[config.mk]
export PLATFORM = sky130hd
export DESIGN_NAME = stream_message_deframer_core
export DESIGN_NICKNAME = d
export VERILOG_FILES = /design/src/design/smd_pkg.sv /design/src/design/smd_front.sv /design/src/design/smd_queue.sv /design/src/design/smd_back.sv /design/src/design/stream_message_deframer_core.sv
export SDC_FILE = /design/constraint.sdc
export NUM_CORES = 1
export LEC_CHECK = 0
export CAP_MARGIN = 20
export CORE_MARGIN = 4
export CORE_UTILIZATION = 55
export CTS_CLUSTER_DIAMETER = 120
export DETAILED_ROUTE_END_ITERATION = 8
export DONT_BUFFER_PORTS = 1
export PLACE_DENSITY = 0.73
export SLEW_MARGIN = 20
export SYNTH_ARGS = -nofsm -noshare
export SYNTH_HDL_FRONTEND = slang
export SYNTH_HIERARCHICAL = 1
export SYNTH_SLANG_ARGS = --single-unit
[constraint.sdc]
create_clock -name clk -period 4.47 [get_ports clk]
set_input_delay 0.447 -clock clk [delete_from_list [all_inputs] [get_ports clk]]
set_output_delay 0.447 -clock clk [all_outputs]
set_load 0.03 [all_outputs]
[src/design/smd_pkg.sv]
`default_nettype none

package smd_pkg;

    localparam int HEADER_BYTES = 4;
    localparam int DELIM_BYTES  = 4;
    localparam int WINDOW_MAX   = 8;

    localparam int LEN_W       = 32;
    localparam int MAXLEN_W    = 24;
    localparam int ACC_BYTES   = LEN_W / 8;
    localparam int HDR_CNT_W   = $clog2(HEADER_BYTES + 1);
    localparam int MATCH_W     = $clog2(WINDOW_MAX);
    localparam int MAX_RESULTS = DELIM_BYTES;
    localparam int RES_CNT_W   = $clog2(MAX_RESULTS + 1);
    localparam int RES_IDX_W   = (MAX_RESULTS > 1) ? $clog2(MAX_RESULTS) : 1;

    localparam int FIFO_DEPTH  = 4;
    localparam int FIFO_PTR_W  = $clog2(FIFO_DEPTH);
    localparam int FIFO_CNT_W  = $clog2(FIFO_DEPTH + 1);

    localparam int CFG_IDX_W   = 1;
    localparam int CFG_DATA_W  = MAXLEN_W;

    localparam logic [CFG_IDX_W-1:0] REG_FRAME_MODE = 1'b0;
    localparam logic [CFG_IDX_W-1:0] REG_MAX_LEN    = 1'b1;

    localparam logic [MAXLEN_W-1:0] MAX_LEN_RESET = 24'd65535;

    // CR LF repeated
    localparam logic [7:0] DELIM_TABLE [WINDOW_MAX] = '{
        8'h0D, 8'h0A, 8'h0D, 8'h0A, 8'h0D, 8'h0A, 8'h0D, 8'h0A
    };

    typedef enum logic [1:0] {
        MODE_RAW    = 2'd0,
        MODE_LENGTH = 2'd1,
        MODE_DELIM  = 2'd2
    } mode_t;

    typedef struct packed {
        logic [7:0] rx_byte;
        logic       chunk_end;
    } in_t;

    typedef struct packed {
        logic [7:0] payload_byte;
        logic       message_last;
        logic       empty_message;
        logic       length_error;
    } out_t;

    // One queue entry: the results caused by one accepted byte.
    typedef struct packed {
        logic [MAX_RESULTS-1:0][7:0] data;
        logic [RES_CNT_W-1:0]        cnt;
        logic                        last;
        logic                        empty;
        logic                        err;
    } entry_t;

    typedef struct packed {
        logic   valid;
        entry_t entry;
    } push_t;

    typedef struct packed {
        logic   valid;
        entry_t entry;
    } head_t;

endpackage

`default_nettype wire

[src/design/smd_front.sv]
`default_nettype none

module smd_front (
    input  wire logic                              clk,
    input  wire logic                              rst_n,
    input  wire logic                              cfg_we,
    input  wire logic [smd_pkg::CFG_IDX_W-1:0]     cfg_index,
    input  wire logic [smd_pkg::CFG_DATA_W-1:0]    cfg_data,
    input  wire logic                              in_valid,
    output logic                                   in_stall,
    input  wire smd_pkg::in_t                      in_data,
    input  wire logic                              q_full,
    output smd_pkg::push_t                         push
);

    typedef enum logic {
        PH_HEADER  = 1'b0,
        PH_PAYLOAD = 1'b1
    } phase_t;

    smd_pkg::mode_t                     mode_reg;
    logic [smd_pkg::MAXLEN_W-1:0]       max_len_reg;
    phase_t                             phase_reg,     phase_next;
    logic [smd_pkg::HDR_CNT_W-1:0]      hdr_cnt_reg,   hdr_cnt_next;
    logic [smd_pkg::LEN_W-1:0]          len_acc_reg,   len_acc_next;
    logic [smd_pkg::MAXLEN_W-1:0]       remain_reg,    remain_next;
    logic [smd_pkg::MATCH_W-1:0]        match_reg,     match_next;
    logic [7:0]                         pend_byte_reg, pend_byte_next;
    logic                               pend_valid_reg, pend_valid_next;

    logic                               accept;
    logic [7:0]                         b;
    logic [smd_pkg::LEN_W-1:0]          acc;
    logic [smd_pkg::HDR_CNT_W-1:0]      cnt_inc;
    logic [smd_pkg::MAXLEN_W-1:0]       rem_dec;
    logic [smd_pkg::MATCH_W-1:0]        m_best;
    logic                               ok;
    logic [7:0]                         seq [smd_pkg::WINDOW_MAX];
    logic [7:0]                         ext [smd_pkg::WINDOW_MAX + 1];
    smd_pkg::entry_t                    entry;

    assign in_stall = q_full;
    assign accept   = in_valid && !q_full;
    assign b        = in_data.rx_byte;

    always_comb
    begin
        phase_next      = phase_reg;
        hdr_cnt_next    = hdr_cnt_reg;
        len_acc_next    = len_acc_reg;
        remain_next     = remain_reg;
        match_next      = match_reg;
        pend_byte_next  = pend_byte_reg;
        pend_valid_next = pend_valid_reg;
        entry           = '0;
        acc             = len_acc_reg;
        cnt_inc         = hdr_cnt_reg + smd_pkg::HDR_CNT_W'(1);
        rem_dec         = remain_reg;
        m_best          = '0;
        ok              = 1'b0;

        for (int i = 0; i < smd_pkg::WINDOW_MAX; i++)
        begin
            seq[i] = (match_reg == smd_pkg::MATCH_W'(i)) ? b : smd_pkg::DELIM_TABLE[i];
        end
        ext[0] = pend_byte_reg;
        for (int i = 0; i < smd_pkg::WINDOW_MAX; i++)
        begin
            ext[i + 1] = seq[i];
        end

        // longest proper suffix of held bytes plus b that starts the delimiter
        for (int kk = 1; kk < smd_pkg::DELIM_BYTES; kk++)
        begin
            if (match_reg == smd_pkg::MATCH_W'(kk))
            begin
                for (int mm = 1; mm <= kk; mm++)
                begin
                    ok = (b == smd_pkg::DELIM_TABLE[mm - 1]);
                    for (int i = 0; i < mm - 1; i++)
                    begin
                        if (smd_pkg::DELIM_TABLE[kk + 1 - mm + i] != smd_pkg::DELIM_TABLE[i])
                        begin
                            ok = 1'b0;
                        end
                    end
                    if (ok)
                    begin
                        m_best = smd_pkg::MATCH_W'(mm);
                    end
                end
            end
        end

        unique case (mode_reg)
            smd_pkg::MODE_LENGTH:
            begin
                if (phase_reg == PH_HEADER)
                begin
                    if (int'(hdr_cnt_reg) < smd_pkg::ACC_BYTES)
                    begin
                        acc = len_acc_reg | (smd_pkg::LEN_W'(b) << {hdr_cnt_reg, 3'b000});
                    end
                    else if (b != 8'd0)
                    begin
                        acc = '1;
                    end
                    if (cnt_inc == smd_pkg::HDR_CNT_W'(smd_pkg::HEADER_BYTES))
                    begin
                        hdr_cnt_next = '0;
                        len_acc_next = '0;
                        if (acc > smd_pkg::LEN_W'(max_len_reg))
                        begin
                            entry.cnt  = smd_pkg::RES_CNT_W'(1);
                            entry.last = 1'b1;
                            entry.err  = 1'b1;
                        end
                        else if (acc == '0)
                        begin
                            entry.cnt   = smd_pkg::RES_CNT_W'(1);
                            entry.last  = 1'b1;
                            entry.empty = 1'b1;
                        end
                        else
                        begin
                            phase_next  = PH_PAYLOAD;
                            remain_next = acc[smd_pkg::MAXLEN_W-1:0];
                        end
                    end
                    else
                    begin
                        hdr_cnt_next = cnt_inc;
                        len_acc_next = acc;
                    end
                end
                else
                begin
                    if (remain_reg != '0)
                    begin
                        rem_dec = remain_reg - smd_pkg::MAXLEN_W'(1);
                    end
                    remain_next   = rem_dec;
                    entry.cnt     = smd_pkg::RES_CNT_W'(1);
                    entry.data[0] = b;
                    entry.last    = (rem_dec == '0);
                    if (rem_dec == '0)
                    begin
                        phase_next = PH_HEADER;
                    end
                end
            end
            smd_pkg::MODE_DELIM:
            begin
                if (b == smd_pkg::DELIM_TABLE[match_reg])
                begin
                    if (match_reg == smd_pkg::MATCH_W'(smd_pkg::DELIM_BYTES - 1))
                    begin
                        entry.cnt       = smd_pkg::RES_CNT_W'(1);
                        entry.last      = 1'b1;
                        entry.empty     = !pend_valid_reg;
                        entry.data[0]   = pend_valid_reg ? pend_byte_reg : 8'd0;
                        pend_valid_next = 1'b0;
                        pend_byte_next  = 8'd0;
                        match_next      = '0;
                    end
                    else
                    begin
                        match_next = match_reg + smd_pkg::MATCH_W'(1);
                    end
                end
                else
                begin
                    entry.cnt = smd_pkg::RES_CNT_W'(match_reg - m_best)
                              + smd_pkg::RES_CNT_W'(pend_valid_reg);
                    for (int j = 0; j < smd_pkg::MAX_RESULTS; j++)
                    begin
                        entry.data[j] = pend_valid_reg ? ext[j] : ext[j + 1];
                    end
                    pend_byte_next  = (m_best == '0) ? b
                                    : smd_pkg::DELIM_TABLE[match_reg - m_best];
                    pend_valid_next = 1'b1;
                    match_next      = m_best;
                end
            end
            default:
            begin
                entry.cnt     = smd_pkg::RES_CNT_W'(1);
                entry.data[0] = b;
                entry.last    = in_data.chunk_end;
            end
        endcase
    end

    assign push.valid = accept && (entry.cnt != '0);
    assign push.entry = entry;

    always_ff @(posedge clk or negedge rst_n)
    begin
        if (!rst_n)
        begin
            mode_reg       <= smd_pkg::MODE_RAW;
            max_len_reg    <= smd_pkg::MAX_LEN_RESET;
            phase_reg      <= PH_HEADER;
            hdr_cnt_reg    <= '0;
            len_acc_reg    <= '0;
            remain_reg     <= '0;
            match_reg      <= '0;
            pend_byte_reg  <= '0;
            pend_valid_reg <= 1'b0;
        end
        else if (cfg_we && (cfg_index == smd_pkg::REG_FRAME_MODE))
        begin
            mode_reg       <= smd_pkg::mode_t'(cfg_data[1:0]);
            phase_reg      <= PH_HEADER;
            hdr_cnt_reg    <= '0;
            len_acc_reg    <= '0;
            remain_reg     <= '0;
            match_reg      <= '0;
            pend_byte_reg  <= '0;
            pend_valid_reg <= 1'b0;
        end
        else if (cfg_we && (cfg_index == smd_pkg::REG_MAX_LEN))
        begin
            max_len_reg <= cfg_data;
        end
        else if (accept)
        begin
            phase_reg      <= phase_next;
            hdr_cnt_reg    <= hdr_cnt_next;
            len_acc_reg    <= len_acc_next;
            remain_reg     <= remain_next;
            match_reg      <= match_next;
            pend_byte_reg  <= pend_byte_next;
            pend_valid_reg <= pend_valid_next;
        end
    end

endmodule

`default_nettype wire

[src/design/smd_queue.sv]
`default_nettype none

module smd_queue (
    input  wire logic             clk,
    input  wire logic             rst_n,
    input  wire smd_pkg::push_t   push,
    output logic                  full,
    input  wire logic             pop,
    output smd_pkg::head_t        head
);

    smd_pkg::entry_t                 mem_reg [smd_pkg::FIFO_DEPTH];
    logic [smd_pkg::FIFO_PTR_W-1:0]  wr_ptr_reg;
    logic [smd_pkg::FIFO_PTR_W-1:0]  rd_ptr_reg;
    logic [smd_pkg::FIFO_CNT_W-1:0]  count_reg;
    logic                            do_push;
    logic                            do_pop;

    assign full       = (count_reg == smd_pkg::FIFO_CNT_W'(smd_pkg::FIFO_DEPTH));
    assign head.valid = (count_reg != '0);
    assign head.entry = mem_reg[rd_ptr_reg];
    assign do_push    = push.valid && !full;
    assign do_pop     = pop && head.valid;

    always_ff @(posedge clk)
    begin
        if (do_push)
        begin
            mem_reg[wr_ptr_reg] <= push.entry;
        end
    end

    always_ff @(posedge clk or negedge rst_n)
    begin
        if (!rst_n)
        begin
            wr_ptr_reg <= '0;
            rd_ptr_reg <= '0;
            count_reg  <= '0;
        end
        else
        begin
            if (do_push)
            begin
                wr_ptr_reg <= wr_ptr_reg + smd_pkg::FIFO_PTR_W'(1);
            end
            if (do_pop)
            begin
                rd_ptr_reg <= rd_ptr_reg + smd_pkg::FIFO_PTR_W'(1);
            end
            if (do_push && !do_pop)
            begin
                count_reg <= count_reg + smd_pkg::FIFO_CNT_W'(1);
            end
            else if (do_pop && !do_push)
            begin
                count_reg <= count_reg - smd_pkg::FIFO_CNT_W'(1);
            end
        end
    end

endmodule

`default_nettype wire

[src/design/smd_back.sv]
`default_nettype none

module smd_back (
    input  wire logic             clk,
    input  wire logic             rst_n,
    input  wire smd_pkg::head_t   head,
    output logic                  pop,
    output logic                  out_valid,
    input  wire logic             out_stall,
    output smd_pkg::out_t         out_data
);

    logic [smd_pkg::RES_IDX_W-1:0]  idx_reg;
    logic                           out_valid_reg;
    smd_pkg::out_t                  out_data_reg;
    smd_pkg::out_t                  out_data_next;
    logic                           load;
    logic                           idx_last;

    assign load     = head.valid && (!out_valid_reg || !out_stall);
    assign idx_last = (smd_pkg::RES_CNT_W'(idx_reg) + smd_pkg::RES_CNT_W'(1)) == head.entry.cnt;
    assign pop      = load && idx_last;

    always_comb
    begin
        out_data_next.payload_byte  = head.entry.data[idx_reg];
        out_data_next.message_last  = idx_last && head.entry.last;
        out_data_next.empty_message = head.entry.empty;
        out_data_next.length_error  = head.entry.err;
    end

    always_ff @(posedge clk or negedge rst_n)
    begin
        if (!rst_n)
        begin
            out_valid_reg <= 1'b0;
            idx_reg       <= '0;
        end
        else
        begin
            if (load)
            begin
                out_valid_reg <= 1'b1;
                idx_reg       <= idx_last ? '0 : idx_reg + smd_pkg::RES_IDX_W'(1);
            end
            else if (!out_stall)
            begin
                out_valid_reg <= 1'b0;
            end
        end
    end

    always_ff @(posedge clk)
    begin
        if (load)
        begin
            out_data_reg <= out_data_next;
        end
    end

    assign out_valid = out_valid_reg;
    assign out_data  = out_data_reg;

endmodule

`default_nettype wire

[src/design/stream_message_deframer_core.sv]
// Stream message deframer.
// Input channel (in_valid/in_stall/in_data): one received byte per transaction,
// with chunk_end marking the last byte of a received chunk.
// Output channel (out_valid/out_stall/out_data): one message byte, or an empty
// or length-error marker, per transaction; message_last ends a message.
// Config port: cfg_we/cfg_index/cfg_data; index 0 frame_mode, 1 max_payload_length.
// Write only while idle; a frame_mode write drops any partial frame.
// Each accepted byte's results enter the queue, then load into the output register.
// Throughput: one byte per cycle while each byte yields at most one result and
// the receiver does not stall. A byte that releases n held delimiter candidates
// sends them through the output stage one at a time; a 4-entry queue between the
// classifier and the output stage absorbs these bursts, and the output register
// sets the one-result-per-cycle rate. Receiver stall: the output register holds,
// the queue fills, and in_stall rises once the queue is full.
// Reset: mode 0 (pass-through), max_payload_length 65535, queue empty.
`default_nettype none

module stream_message_deframer_core (
    input  wire logic                              clk,
    input  wire logic                              rst_n,
    input  wire logic                              cfg_we,
    input  wire logic [smd_pkg::CFG_IDX_W-1:0]     cfg_index,
    input  wire logic [smd_pkg::CFG_DATA_W-1:0]    cfg_data,
    input  wire logic                              in_valid,
    output logic                                   in_stall,
    input  wire smd_pkg::in_t                      in_data,
    output logic                                   out_valid,
    input  wire logic                              out_stall,
    output smd_pkg::out_t                          out_data
);

    smd_pkg::push_t  push;
    smd_pkg::head_t  head;
    logic            q_full;
    logic            pop;

    smd_front u_front (
        .clk       (clk),
        .rst_n     (rst_n),
        .cfg_we    (cfg_we),
        .cfg_index (cfg_index),
        .cfg_data  (cfg_data),
        .in_valid  (in_valid),
        .in_stall  (in_stall),
        .in_data   (in_data),
        .q_full    (q_full),
        .push      (push)
    );

    smd_queue u_queue (
        .clk   (clk),
        .rst_n (rst_n),
        .push  (push),
        .full  (q_full),
        .pop   (pop),
        .head  (head)
    );

    smd_back u_back (
        .clk       (clk),
        .rst_n     (rst_n),
        .head      (head),
        .pop       (pop),
        .out_valid (out_valid),
        .out_stall (out_stall),
        .out_data  (out_data)
    );

endmodule

`default_nettype wire

Yosys cells after proc, flatten, opt, wreduce, memory -nomap -nowiden

Memories as Yosys holds them, arrays and structs flattened.
Cells that the tools add are included.

Bitwise gates (word level): 5
Equal/unequal tests: 17
Muxes and demuxes: 103
Add/sub/neg operators: 11
Magnitude comparators: 5
Shift-type cells: 1
Reductions and logical operators: 37

Operator list:

| operator                | number |
|---|---|
| $mux W32                | 10 |
| $mux W24                | 13 |
| $mux W8                 | 22 |
| $mux W3                 | 22 |
| $gt A32 B24 Y1          | 1 |
| $logic_not A32 Y1       | 1 |
| $or A32 B32 Y32         | 1 |
| $shl A8 B6 Y32          | 1 |
| $mux W1                 | 25 |
| $logic_not A24 Y1       | 1 |
| $pmux W12 S2            | 1 |
| $reduce_bool A24 Y1     | 1 |
| $sub A24 B1 Y24 const B | 1 |
| $bmux W8 S2             | 1 |
| $eq A8 B4 Y1 const B    | 2 |
| $mux W13                | 1 |
| $logic_and A1 B1 Y1     | 11 |
| $mux W11                | 1 |
| $add A3 B1 Y3 const B   | 3 |
| $ne A3 B2 Y1 const B    | 3 |
| $reduce_bool A3 Y1      | 3 |
| $eq A8 B8 Y1            | 1 |
| $ge A4 B4 Y1 const B    | 2 |
| $mux W2                 | 4 |
| 29 further kinds        | 47 |

Flip-flop bits (word level): 119
Bits in read-only memories: 128
Bits of input ports: 39
Memories: 3
Logic and storage cells: 200
Output and inout port bits: 13
Bits in writable memories: 152

Memory list:

| name             | words | width | rd ports | clocked after memory_dff | wr ports | line             | source |
|---|---|---|---|---|---|---|---|
| u_queue.mem_reg  | 4     | 38    | 1        | 0                        | 1        | smd_queue.sv:12  | `smd_pkg::entry_t mem_reg [smd_pkg::FIFO_DEPTH];` |
| (name not given) | 8     | 8     | 1        | 0                        | 0        | smd_front.sv:154 | `if (b == smd_pkg::DELIM_TABLE[match_reg])` |
| (name not given) | 8     | 8     | 1        | 0                        | 0        | smd_front.sv:180 | `: smd_pkg::DELIM_TABLE[match_reg - m_best];` |

Logic depth before layout (Yosys ltp)

Depth after elaboration: 21
Depth in mapped cells: 22
Gate-level depth less buffers: 20

By module

Netlist, hierarchy kept.

Modules (own cells, without submodules):

| module    | sequential area each (sq um) | area an instance (sq um) | instances | cells each |
|---|---|---|---|---|
| smd_front | 2472.4                       | 7015.5                   | 1         | 774 |
| smd_queue | 4739.5                       | 5969.5                   | 1         | 234 |
| smd_back  | 405.4                        | 705.7                    | 1         | 40 |

Worst setup path before layout

No wires, ideal clock.

Path kind: input-to-reg
Start point: in in_data[3] in the netlist's numbering
End point: reg u_queue/count_reg[2] in the netlist's numbering
Buffers on the path: 4
Path slack: -0.746 ns
Stages on the path: 21
Setup time: 0.079 ns
Data arrival time: 5.137 ns
Cell sequence: clkbuf_1 > nor4_1 > a21oi_1 > clkbuf_1 > clkbuf_1 > a211o_1 > ha_1 > a21oi_1 > a2111o_1 > a311oi_1 > nor3_1 > o21ai_0 > o211a_1 > nor2b_2 > buf_6 > ha_1 > inv_1 > fa_1 > xor2_1 > nor2_1 > xor2_1

RTL lines:

| what                   | line                               | source |
|---|---|---|
| start: declaration     | stream_message_deframer_core.sv:26 | `input wire smd_pkg::in_t in_data,` |
| end signal: assignment | smd_queue.sv:53                    | `count_reg <= count_reg + smd_pkg::FIFO_CNT_W'(1);` |
| end signal: assignment | smd_queue.sv:57                    | `count_reg <= count_reg - smd_pkg::FIFO_CNT_W'(1);` |
| end: declaration       | smd_queue.sv:15                    | `logic [smd_pkg::FIFO_CNT_W-1:0] count_reg;` |

==> results.py <==
metrics = {
    "power_and_ir_drop": {
        "pwr-share-comb": 0.241,
        "share_seq_of_total_power": 0.454,
        "p_int_mw": 5.28,
        "power.density_nw_per_um2": 490,
        "pwr-share-clk": 0.305,
        "ir_drop_mv": 0.340,
        "power.leakage_nw": 6.06,
        "power_mw": 7.48,
        "p_sw_frac": 0.295,
        "switching_power_mw": 2.20,
    },
    "floorplanning": {
        "initial_core_util": 0.561,
        "die_h_um": 166,
        "core_area_um2": 24400,
        "rows": 57,
        "io_pins": 52,
        "die_w_um": 166,
        "die-area_um2": 27500,
    },
    "final_layout": {
        "layout-drive-gt1-share": 0.216,
        "diodes": 0,
        "fin_nets": 1161,
        "layout-area-overhead-vs-synth_pct": 11.4,
        "fin_area_um2": 15300,
        "final_cells": 1423,
        "largest_register_ffs": 152,
    },
    "synth": {
        "synth_area_leaders": "edfxtp_1 36%, dfrtp_1 17%, mux4_2 7.6%",
        "syn_area_um2": 13700,
        "synth-seq-cells": 271,
        "synth_flop_cell": "edfxtp_1",
        "async_flop_share": 0.399,
        "syn-num-nets": 1133,
        "seq_area_frac_synth": 0.556,
        "yosys_warnings": 6,
        "avgSynthCellArea_um2": 13.1,
        "yosysTopAreaCell": "edfxtp_1",
        "synthCells": 1048,
        "synth-edff-count": 163,
        "synth_cell_types": 95,
        "synth_top_area_frac": 0.358,
    },
    "route": {
        "wirelength_mm": 32.6,
        "vias": 8984,
        "dr.pass1.iters": 5,
        "detail_route.wl_per_cell_um": 22.9,
        "drc_errors": 0,
        "via_per_inst": 6.31,
        "first_iter_violations": 796,
        "postRouteAntennaNets": 0,
    },
    "worst_setup_path": {
        "r2r-end": "u_queue/count_reg[1]$_DFFE_PN0P_",
        "arrival_ns": 4.64,
        "crit_top_cell": "inv_1",
        "worst_path_largest_cell_delay_ns": 0.45,
        "crit_buf_inv": 3,
        "crit_path_end_kind": "flop",
        "slowest_stage": "dfrtp_1",
        "worst_ep_required_time_ns": 4.90,
        "crit_fanout": 8,
        "crit_family": "simple AND/OR/NAND/NOR gates",
        "worstPathCellList": "buf_4, inv_1, nor2_1, a211o_1, ha_1, nand4_1, nor4_4, and2b_1, o21ai_1, nor3_2, o21ai_2, o211a_1, nor2b_4, ha_4, inv_1, fa_2, mux2_2",
        "worst-setup-path-type": "reg2reg",
        "r2r_cells": 17,
        "r2r_slack_ns": 0.26,
        "critPathLaunchType": "flop",
        "r2r_start": "u_front/hdr_cnt_reg[0]$_DFFE_PN0P_",
    },
    "grt": {
        "grt_max_degree": 109,
        "grt_use_total": 0.235,
        "antenna_found_initial": 0,
        "grt_pass1_wl_mm": 52.2,
        "gr-total-overflow": 0,
        "grt_pass1_vias": 9020,
    },
    "placement": {
        "placed_cells": 1365,
        "gp_congestion": 0.913,
        "placed_area_um2": 14200,
        "dp_hpwl_mm": 21.8,
        "io_buffers": 0,
    },
    "cts": {
        "cts_sinks": 271,
        "clk_pin_slew_ns": 0.06,
        "cts_tree": "done",
        "cts_buffers": 29,
        "root_buffer": "clkbuf_16",
        "clock_latency_ns": 0.56,
        "clockBufferDepth": 3,
        "htree_levels": 1,
    },
    "timing": {
        "slew_headroom": 0.365,
        "finalHoldViolations": 0,
        "hold_slack_ns": 0.0247,
        "tightestPinTransition_ns": 0.950,
        "timing.fmax_ghz": 0.237,
        "final.setup.tns_ns": 0,
        "fin_crit_sh": 0.942,
        "finClkSkew_ns": 0.0125,
        "finalMaxSlewViolations": 0,
        "rsz0062_at_grt": "no",
        "min_period_ns": 4.21,
        "setup_viol": 0,
    },
    "min_path": {
        "min-delay-start": "cfg_data[0]",
        "min_to": "u_front/mode_reg[0]$_DFFE_PN0P_",
        "whs_path_depth": 2,
        "hp-class": "in2reg",
    },
    "job": {
        "maxCapViolCount": 0,
    },
    "run_status": {
        "outcome": "finished clean",
    },
}
layout make-up:
class,count,area (µm²)
clock buffers,42,815
clock inverters,12,92.6
fillers,1892,9140
inverters,53,199
multi-input cells,665,5620
flip-flops and latches,271,7620
well taps,324,405
repair buffers,56,508
cell usage in the layout (no fill, tap or decap), types with 12 or more instances in the layout:
cell       instances
dfrtp_1           89
nor3_1            33
buf_4             48
or3_1             14
nand2b_1          12
dfstp_2           16
ha_1              42
o21ai_0           52
edfxtp_1         163
a211o_1           20
nor2_1            55
a21oi_1           55
clkbuf_16         29
mux2i_1           12
a22o_1            33
and2_1            15
nand3_1           13
nand2_1           55
mux4_2            46
inv_1             52
mux2_2            28
nor4_1            15
per-layer routing:
layer | up-vias | share of wire | track usage
li1 | 4101 | - | -
met4 | 0 | 0.045 | 0.0943
met5 | - | 0 | 0
met1 | 4480 | 0.41 | 0.324
met2 | 333 | 0.49 | 0.384
met3 | 70 | 0.053 | 0.0302
power groups by stage:
stage          registers (mW)  clock network (mW)  logic [mW]
2_1_floorplan            3.34                   0        1.49
3_3_place_gp             3.42                   0        1.73
3_5_place_dp             3.45                   0        1.77
4_1_cts                  3.40                2.32        1.83
5_1_grt                  3.44                2.44        1.98
6_report                 3.40                2.28        1.81
synth_stat cells (8+ instances only):
library cell	instances
dfstp_2	16
clkbuf_1	28
o21ai_0	53
edfxtp_1	163
mux2i_1	12
nand3_1	13
a221o_1	9
buf_6	9
ha_1	44
dfrtp_1	92
or3_1	14
nand2_1	55
and2_1	15
a211o_1	20
mux2_2	28
a22o_1	33
nor3_1	37
mux4_2	46
nor4_1	18
nor2b_1	8
or4_1	8
nor2_1	55
a21oi_1	56
inv_1	53
buf_4	8
nand4_1	8
nand2b_1	13
worst reg2reg max path: cells and delay by family (launching register included):
kind	cells	cell delay (ns)
compound gates	4	0.80
fa+ha+maj	3	0.94
buf+inv	3	0.39
flops	1	0.45
mux	1	0.27
simple gates	6	1.25
how the worst max path moves through the flow:
stage	start	to	slack, ns	cells past startpoint
6_report	u_front/hdr_cnt_reg[0]$_DFFE_PN0P_	u_queue/count_reg[1]$_DFFE_PN0P_	0.26	17
3_5_place_dp	in_data[6]	u_queue/count_reg[1]$_DFFE_PN0P_	-0.06	17
3_3_place_gp	in_data[6]	u_queue/count_reg[1]$_DFFE_PN0P_	0.06	17
2_1_floorplan	in_data[1]	u_queue/count_reg[2]$_DFFE_PN0P_	0.03	20
5_1_grt	u_front/match_reg[1]$_DFFE_PN0P_	u_queue/count_reg[2]$_DFFE_PN0P_	0.06	20
4_1_cts	u_front/hdr_cnt_reg[2]$_DFFE_PN0P_	u_queue/count_reg[2]$_DFFE_PN0P_	0.05	16
cells by family (layout without fill, tap and decap cells):
| logic type | after synthesis | count (layout) | synth area share |
|---|---|---|---|
| compound gates | 238 | 238 | 0.127 |
| xor+xnor | 12 | 12 | 0.00768 |
| fa+ha+maj | 46 | 46 | 0.0431 |
| buf+inv | 112 | 163 | 0.0436 |
| flops | 271 | 271 | 0.556 |
| mux | 87 | 87 | 0.109 |
| simple gates | 282 | 282 | 0.113 |
what timing repair did:
| action | CTS | global route |
|---|---|---|
| endpoints found under the setup margin | 1 | 154 |
| buffers inserted | 0 | 1 |
| resized for setup | 1 | 8 |
| endpoints found under the hold margin | 109 | 0 |
| hold buffers | 3 | 0 |
per-stage QoR:
stage / setup WS, ns / utilization
floorplan: 0.0340 / -
global placement: 0.0551 / 0.584
detailed placement: -0.0648 / 0.584
CTS: 0.0499 / 0.624
global route: 0.0576 / 0.625
finish: 0.258 / 0.625
(Power assumes the default switching activity.)
